$ cat src/rtl/renc_pkg.sv
// ----------------------------------------------------------------------------
// renc_pkg: shared types and constants for the rotary encoder block
// Payload structs, event codes and the quadrature step table.
// ----------------------------------------------------------------------------
package renc_pkg;

	// Event codes reported with every result.
	typedef enum logic [2:0] {
		EV_NONE        = 3'd0,
		EV_CW          = 3'd1,
		EV_CCW         = 3'd2,
		EV_CW_PRESSED  = 3'd3,
		EV_CCW_PRESSED = 3'd4,
		EV_CLICK       = 3'd5
	} event_t;

	// Input kinds.
	localparam logic KIND_ROT = 1'b0;
	localparam logic KIND_SW  = 1'b1;

	localparam int unsigned DEBOUNCE_W = 16;
	localparam int unsigned TIME_W     = 32;

	typedef logic [DEBOUNCE_W-1:0] debounce_t;
	typedef logic [TIME_W-1:0]     time_t;
	typedef logic signed [1:0]     step_t;

	localparam debounce_t DEBOUNCE_RESET = 16'd10;
	localparam logic [1:0] AB_RESET      = 2'b11;

	typedef struct packed {
		logic  kind;
		logic  level_a;
		logic  level_b;
		logic  level_sw;
		time_t now_ms;
	} item_t;

	typedef struct packed {
		event_t event_res;
		logic   button_pressed;
	} result_t;

	// Rotation status from the quadrature decoder.
	typedef struct packed {
		logic cw;
		logic ccw;
	} rot_stat_t;

	// Button status from the debouncer.
	typedef struct packed {
		logic accept;
		logic level;
	} btn_stat_t;

	// Step for each {previous AB, current AB} transition; index 0 is the
	// leftmost entry of the list below.
	localparam step_t QUAD_STEP [16] = '{
		2'sd0, -2'sd1, 2'sd1, 2'sd0, 2'sd1, 2'sd0, 2'sd0, -2'sd1,
		-2'sd1, 2'sd0, 2'sd0, 2'sd1, 2'sd0, 2'sd1, -2'sd1, 2'sd0
	};

endpackage

$ cat src/rtl/renc_chan_if.sv
// ----------------------------------------------------------------------------
// renc_chan_if: valid/ready channel
// Carries one payload of type T per transaction.
// ----------------------------------------------------------------------------
interface renc_chan_if #(
	parameter type T = logic
);
	logic valid;
	logic ready;
	T     data;

	modport source (output valid, output data, input ready);
	modport sink (input valid, input data, output ready);
endinterface

$ cat src/rtl/rotary_encoder_with_button.sv
// ----------------------------------------------------------------------------
// rotary_encoder_with_button: rotary encoder and push button event decoder
// Each accepted item waits in the input register; its result is registered
// in the result register. Throughput: one item per cycle unless the result
// channel stalls; the state update for an item completes in the same cycle
// it leaves the input register, so the next item sees it.
// Reset: arst_n clears the pipeline and sets AB history to 11, accumulator
// to 0, button released, last change time 0 and debounce interval 10 ms.
// ----------------------------------------------------------------------------
module rotary_encoder_with_button (
	input  logic        clk,
	input  logic        arst_n,
	renc_chan_if.sink   item,
	renc_chan_if.sink   cfg,
	renc_chan_if.source result
);

	// Input register stage.
	logic             valid_s1;
	renc_pkg::item_t  item_s1;

	// Result register.
	logic             out_valid_q;
	renc_pkg::result_t out_q;

	// The item in stage 1 moves on when the result register is free or is
	// being emptied in this same cycle.
	logic adv;
	logic rot_en;
	logic btn_en;

	renc_pkg::rot_stat_t rot;
	renc_pkg::btn_stat_t btn;

	logic             rotated_q;
	renc_pkg::event_t ev;
	logic             pressed_next;

	assign adv    = valid_s1 && (!out_valid_q || result.ready);
	assign rot_en = adv && (item_s1.kind == renc_pkg::KIND_ROT);
	assign btn_en = adv && (item_s1.kind == renc_pkg::KIND_SW);

	// Stage 1 accepts a new transaction whenever it is empty or draining.
	assign item.ready = !valid_s1 || adv;

	// The configuration register can be written at any time.
	assign cfg.ready = 1'b1;

	renc_rot u_rot (
		.clk     (clk),
		.arst_n  (arst_n),
		.en      (rot_en),
		.level_a (item_s1.level_a),
		.level_b (item_s1.level_b),
		.stat    (rot)
	);

	renc_btn u_btn (
		.clk      (clk),
		.arst_n   (arst_n),
		.cfg_we   (cfg.valid),
		.cfg_data (cfg.data),
		.en       (btn_en),
		.level_sw (item_s1.level_sw),
		.now_ms   (item_s1.now_ms),
		.stat     (btn)
	);

	// Event selection. A detent is marked as pressed when the debounced
	// switch is low. A release counts as a click only if no detent was
	// seen since the matching press.
	always_comb begin
		ev           = renc_pkg::EV_NONE;
		pressed_next = !btn.level;
		if (item_s1.kind == renc_pkg::KIND_ROT) begin
			if (rot.cw) begin
				ev = btn.level ? renc_pkg::EV_CW : renc_pkg::EV_CW_PRESSED;
			end else if (rot.ccw) begin
				ev = btn.level ? renc_pkg::EV_CCW : renc_pkg::EV_CCW_PRESSED;
			end
		end else if (btn.accept) begin
			pressed_next = !item_s1.level_sw;
			if (item_s1.level_sw && !rotated_q) begin
				ev = renc_pkg::EV_CLICK;
			end
		end
	end

	always_ff @(posedge clk or negedge arst_n) begin
		if (!arst_n) begin
			valid_s1    <= 1'b0;
			out_valid_q <= 1'b0;
			rotated_q   <= 1'b0;
		end else begin
			if (item.ready) begin
				valid_s1 <= item.valid;
			end
			if (adv) begin
				out_valid_q <= 1'b1;
			end else if (result.ready) begin
				out_valid_q <= 1'b0;
			end
			// A detent marks rotation; an accepted press clears the mark.
			if (rot_en && (rot.cw || rot.ccw)) begin
				rotated_q <= 1'b1;
			end else if (btn_en && btn.accept && !item_s1.level_sw) begin
				rotated_q <= 1'b0;
			end
		end
	end

	// Payload registers carry no reset.
	always_ff @(posedge clk) begin
		if (item.valid && item.ready) begin
			item_s1 <= item.data;
		end
		if (adv) begin
			out_q.event_res      <= ev;
			out_q.button_pressed <= pressed_next;
		end
	end

	assign result.valid = out_valid_q;
	assign result.data  = out_q;

endmodule

$ cat src/rtl/renc_rot.sv
// ----------------------------------------------------------------------------
// renc_rot: quadrature decoder
// Holds the AB history and the half-step accumulator.
// ----------------------------------------------------------------------------
module renc_rot (
	input  logic                clk,
	input  logic                arst_n,
	input  logic                en,
	input  logic                level_a,
	input  logic                level_b,
	output renc_pkg::rot_stat_t stat
);

	logic [1:0]          prev_ab_q;
	renc_pkg::step_t     step_count_q;
	logic [1:0]          ab;
	renc_pkg::step_t     step;
	logic signed [2:0]   sum;

	assign ab   = {level_a, level_b};
	assign step = renc_pkg::QUAD_STEP[{prev_ab_q, ab}];
	assign sum  = {step_count_q[1], step_count_q} + {step[1], step};

	// The accumulator only ever holds -1..1, so reaching +2 or -2 is a detent.
	assign stat.cw  = (sum == 3'sd2);
	assign stat.ccw = (sum == -3'sd2);

	always_ff @(posedge clk or negedge arst_n) begin
		if (!arst_n) begin
			prev_ab_q    <= renc_pkg::AB_RESET;
			step_count_q <= 2'sd0;
		end else if (en) begin
			prev_ab_q <= ab;
			if (stat.cw || stat.ccw) begin
				step_count_q <= 2'sd0;
			end else begin
				step_count_q <= sum[1:0];
			end
		end
	end

endmodule

$ cat src/rtl/renc_btn.sv
// ----------------------------------------------------------------------------
// renc_btn: switch debouncer
// Holds the debounced level, the last change time and the debounce interval.
// ----------------------------------------------------------------------------
module renc_btn (
	input  logic                clk,
	input  logic                arst_n,
	input  logic                cfg_we,
	input  renc_pkg::debounce_t cfg_data,
	input  logic                en,
	input  logic                level_sw,
	input  renc_pkg::time_t     now_ms,
	output renc_pkg::btn_stat_t stat
);

	renc_pkg::debounce_t debounce_q;
	logic                switch_level_q;
	renc_pkg::time_t     last_change_q;
	renc_pkg::time_t     elapsed;

	// Unsigned difference handles the wrap of the millisecond counter.
	assign elapsed     = now_ms - last_change_q;
	assign stat.accept = (level_sw != switch_level_q) &&
		(elapsed > {{(renc_pkg::TIME_W - renc_pkg::DEBOUNCE_W){1'b0}}, debounce_q});
	assign stat.level  = switch_level_q;

	always_ff @(posedge clk or negedge arst_n) begin
		if (!arst_n) begin
			debounce_q     <= renc_pkg::DEBOUNCE_RESET;
			switch_level_q <= 1'b1;
			last_change_q  <= '0;
		end else begin
			if (cfg_we) begin
				debounce_q <= cfg_data;
			end
			if (en && stat.accept) begin
				switch_level_q <= level_sw;
				last_change_q  <= now_ms;
			end
		end
	end

endmodule

$ cat src/flat_wrapper.sv
// flat-port wrapper written by rule: the top's interface ports become plain ports
module rotary_encoder_with_button_flat import renc_pkg::*;
  (clk, arst_n, item_valid, item_data, item_ready, cfg_valid, cfg_data, cfg_ready, result_valid, result_data, result_ready);
  renc_chan_if #(.T(item_t)) item_i ();
  renc_chan_if #(.T(debounce_t)) cfg_i ();
  renc_chan_if #(.T(result_t)) result_i ();
  input  logic clk;
  input  logic arst_n;
  input wire logic [$bits(item_i.valid)-1:0] item_valid;
  input wire logic [$bits(item_i.data)-1:0] item_data;
  output wire logic [$bits(item_i.ready)-1:0] item_ready;
  input wire logic [$bits(cfg_i.valid)-1:0] cfg_valid;
  input wire logic [$bits(cfg_i.data)-1:0] cfg_data;
  output wire logic [$bits(cfg_i.ready)-1:0] cfg_ready;
  output wire logic [$bits(result_i.valid)-1:0] result_valid;
  output wire logic [$bits(result_i.data)-1:0] result_data;
  input wire logic [$bits(result_i.ready)-1:0] result_ready;
  assign item_i.valid = item_valid;
  assign item_i.data = item_data;
  assign item_ready = item_i.ready;
  assign cfg_i.valid = cfg_valid;
  assign cfg_i.data = cfg_data;
  assign cfg_ready = cfg_i.ready;
  assign result_valid = result_i.valid;
  assign result_data = result_i.data;
  assign result_i.ready = result_ready;
  rotary_encoder_with_button u_core (.clk(clk), .arst_n(arst_n), .item(item_i), .cfg(cfg_i), .result(result_i));
endmodule
$ cat config.mk
export PLATFORM = sky130hd
export DESIGN_NAME = rotary_encoder_with_button_flat
export DESIGN_NICKNAME = d
export VERILOG_FILES = /design/src/rtl/renc_pkg.sv /design/src/rtl/renc_chan_if.sv /design/src/rtl/rotary_encoder_with_button.sv /design/src/rtl/renc_rot.sv /design/src/rtl/renc_btn.sv /design/src/flat_wrapper.sv
export SDC_FILE = /design/constraint.sdc
export NUM_CORES = 1
export LEC_CHECK = 0
export BUFFER_PORTS_ARGS = -buffer_cell sky130_fd_sc_hd__buf_2
export CORE_UTILIZATION = 60
export DETAILED_ROUTE_END_ITERATION = 10
export PLACE_DENSITY_LB_ADDON = 0.15
export SLEW_MARGIN = 30
export SYNTH_ARGS = -nofsm -noshare
export SYNTH_HDL_FRONTEND = slang
export SYNTH_SLANG_ARGS = --single-unit
$ cat constraint.sdc
create_clock -name clk -period 5.34 [get_ports clk]
set_input_delay 1.068 -clock clk [delete_from_list [all_inputs] [get_ports clk]]
set_output_delay 1.068 -clock clk [all_outputs]
set_load 0.05 [all_outputs]
==> flow_summary.yaml <==
clock_network:
  insertion_delay_ps: 400
  setup_fix_buffers_added_after_clock_tree_synthesis: 0
  clock_sink_count: 96
  clk_path_buf_depth: 2
  clk_transition_reported_paths_ps: 100
  clock-root-buffer: "clkbuf_8"
  post_cts.resized_instances: 0
  hold_fix_buffers_at_cts: 0
  htreeDepth: 3
  clock_tree_from_tritoncts: "done"
  cts_buffers: 9
die:
  floorplan.core_area_sq_mm: 0.00982
  die_height_microns: 103
  io_pins: 64
  die-width_microns: 103
  start_util_pct: 62.2
  dieArea_sq_mm: 0.0106
  row_count: 36
grt:
  antenna_found_initial: 0
  gr-usage-met1_pct: 31.9
  groute.layer.met2.usage_pct: 41.3
  gr-max-usage-layer: "met2"
  grt_first_pass_wirelength_microns: 19900
  vias_in_the_first_global_route: 4264
  grt_max_degree: 57
  grt_util_met3_pct: 5.36
  track_usage_pct: 24.8
  gr-total-overflow: 0
worst_setup_path:
  worstPathArrival_ps: 5110
  cp_max_fo: 33
  cpLargestDelayFamily: "compound AO/OA/AOI/OAI gates"
  critical_path.most_common_cell: "a21oi_1"
  crit_required_ps: 5610
  endpoint_class_of_the_critical_path: "flip-flop"
  crit_chain: "ha_1 > and2_1 > a221oi_2 > a21oi_1 > o21a_1 > nor2_1 > o21bai_1 > a21oi_1 > xnor2_1 > ha_1 > a21o_1 > a21o_1 > a21oi_1 > o21ai_0 > o32ai_1 > nand4_1 > o31ai_4 > nor3_4 > buf_4 > mux2_4"
  slowest_stage: "edfxtp_1"
  startpoint_type: "flip-flop"
  crit_path_max_incr_delay_ps: 410
  critical_path_class: "flip-flop to flip-flop"
  worstPathBufferInverterCount: 1
sta:
  finalSetupTns_ps: 0
  layout_setup_ws_ps: 507
  max-slew-margin-rel_pct: 51.9
  max_freq_mhz: 207
  setup_viol: 0
  unrepaired_setup_endpoints_after_global_routing: "false"
  final_hold_vios: 0
  post-route-min-period_ps: 4830
  slew_viol_final: 0
  final_cycle_share_pct: 90.5
  worst_pin_slew_ps: 721
  fin_worst_skew_ps: 19.3
synth:
  async_reset_ff_share_pct: 58.3
  synth.top_cell.area_share_pct: 20.9
  ys_types: 66
  post_synth.cell_area_avg_sq_um: 10.5
  seq_area_frac_synth_pct: 42.7
  synthesis.area_sq_mm: 0.00611
  most_instantiated_flip_flop_cell_in_the_synthesis_netlist: "dfrtp_1"
  synth.net_count: 695
  yosysWarnings: 0
  synth_enable_flop_cells: 40
  synth-seq-cells: 96
  number_of_cells_produced_by_synthesis: 584
  synthTopCellsByArea: "dfrtp_1 (21%), edfxtp_1 (20%), ha_1 (11%), mux2_4 (7.1%), inv_1 (3.7%)"
  synth.largest_area_cell: "dfrtp_1"
placement:
  finalWeightedCongestion: 0.920
  dpl.hpwl_microns: 8820
  portBuffers: 62
  dp_worst_setup_slack_ps: 530
  post-place-cells: 759
final_layout:
  drive_above_1_share_pct: 21.0
  nFillCells: 771
  finalCoreUtilization_pct: 68.6
  antenna-diode-count: 0
  final-seq-area_sq_mm: 0.00261
  leading_cell_type_in_the_layout_fill_and_taps_excluded: "buf_2"
  syn_to_final_growth_pct: 10.2
  layout.cells.most_common_list: "buf_2 (62), inv_1 (60), ha_1 (52)"
  final_net_count: 748
  multiInputGateArea_sq_mm: 0.00316
  layoutNonFillerInstCount: 775
min_path:
  hp-class: "flip-flop to flip-flop"
routing:
  sum_of_routed_wire_length_over_all_layers_microns: 11900
  detail_route.vias_per_cell: 5.61
  post_drt_wl_per_cell_microns: 15.4
  vias: 4344
  drc: 0
  drt_first_pass_iters: 6
  drt_iter0_markers: 143
  final_antenna_net_count: 0
pwr:
  power_density_mw_per_mm2: 560
  total_leakage_power_nw: 3.01
  vdd_ir_drop_max_v: 0.000314
run_status:
  outcome: "finished clean"
run:
  drv_cap: 0
routing by layer:
metal  vias to the layer above  part of all wire (%)
met2                        76                    48
li1                       2178                     -
met5                         -                     0
met1                      2072                    47
met3                        18                   3.2
met4                         0                   1.7
path summary, 6_finish.rpt:
check                      slack (ps)                        start                                    endpoint  cells past startpoint
max                               510  u_core.item_s1[3]$_DFFE_PP_  u_core.u_btn.last_change_q[17]$_DFFE_PN0P_                     20
min                               500  u_core.valid_s1$_DFFE_PN0N_             u_core.result.valid$_DFFE_PN0P_                      1
max reg2reg                       510  u_core.item_s1[3]$_DFFE_PP_  u_core.u_btn.last_change_q[17]$_DFFE_PN0P_                     20
min reg2reg                       500  u_core.valid_s1$_DFFE_PN0N_             u_core.result.valid$_DFFE_PN0P_                      1
max in group asynchronous        4050                       arst_n  u_core.u_btn.last_change_q[18]$_DFFE_PN0P_                      2
min in group asynchronous         800                       arst_n      u_core.u_btn.debounce_q[0]$_DFFE_PN0P_                      2
cells by family (layout without fill, tap and decap cells):
kind of cell,after synthesis,in the layout,synth area share [%]
mux,42,42,9.65
other cells,1,1,0.0614
compound gates,148,148,16.1
flops,96,96,42.7
simple gates,134,134,10.8
buf+inv,83,141,5.63
xor+xnor,26,26,3.73
fa+ha+maj,54,54,11.3
power breakdown:
group,internal [mW],switching [mW],leakage (nW)
clock,0.305,0.261,0.114
combinational,0.961,1.17,1.85
sequential,0.962,0.107,1.05
total,2.23,1.54,3.01
metrics by stage:
step                area, sq um  hold slack [ps]  power, mW
floorplan                  6110              455       2.76
global placement           6490              467       3.12
detailed placement         6490              479       3.19
CTS                        6730              502       3.78
global route               6730              525       4.08
finish                     6730              500       3.77
cells in the mapped netlist, drive strengths merged, types with 3 or more instances:
cell type	instances
a21o	13
and3	4
inv	60
nor2b	4
mux2i	3
o21a	10
clkbuf	14
a31oi	3
mux2	38
a221oi	3
dfrtp	51
or3	4
nor2	24
nand2	50
o21ai	41
and2	4
buf	9
a211oi	3
nand3	4
nor4	3
ha	52
o21bai	3
dfstp	5
nand2b	7
nand4	15
xor2	7
xnor2	19
edfxtp	40
nor3	7
o211ai	8
a21oi	44
a21boi	3
flip-flops by register name (all words and copies together), names as in the netlist:
register	flops
u_core.item_s1	36
u_core.u_btn.last_change_q	32
u_core.u_btn.debounce_q	16
u_core.result.data	4
u_core.u_rot.prev_ab_q	2
u_core.u_rot.step_count_q	2
u_core.result.valid	1
u_core.rotated_q	1
u_core.u_btn.switch_level_q	1
u_core.valid_s1	1
worst reg2reg max path: stages, from the launching register on:
cell      delay (ps)
edfxtp_1         410
ha_1             350
and2_1           210
a221oi_2         380
a21oi_1          150
o21a_1           190
nor2_1           170
o21bai_1          80
a21oi_1          180
xnor2_1          150
ha_1             270
a21o_1           160
a21o_1           160
a21oi_1          160
o21ai_0          140
o32ai_1          190
nand4_1          190
o31ai_4          380
nor3_4            70
buf_4            320
mux2_4           390
cell type report:
cell class | instances | area share, %
Tap cell | 133 | 2.47
Multi-Input combinational cell | 405 | 46.9
Clock buffer | 12 | 2.47
Timing Repair Buffer | 65 | 4.94
Inverter | 60 | 3.35
Sequential cell | 96 | 38.8
Clock inverter | 4 | 1.12
Note: power is estimated with default switching activity, not from simulation.
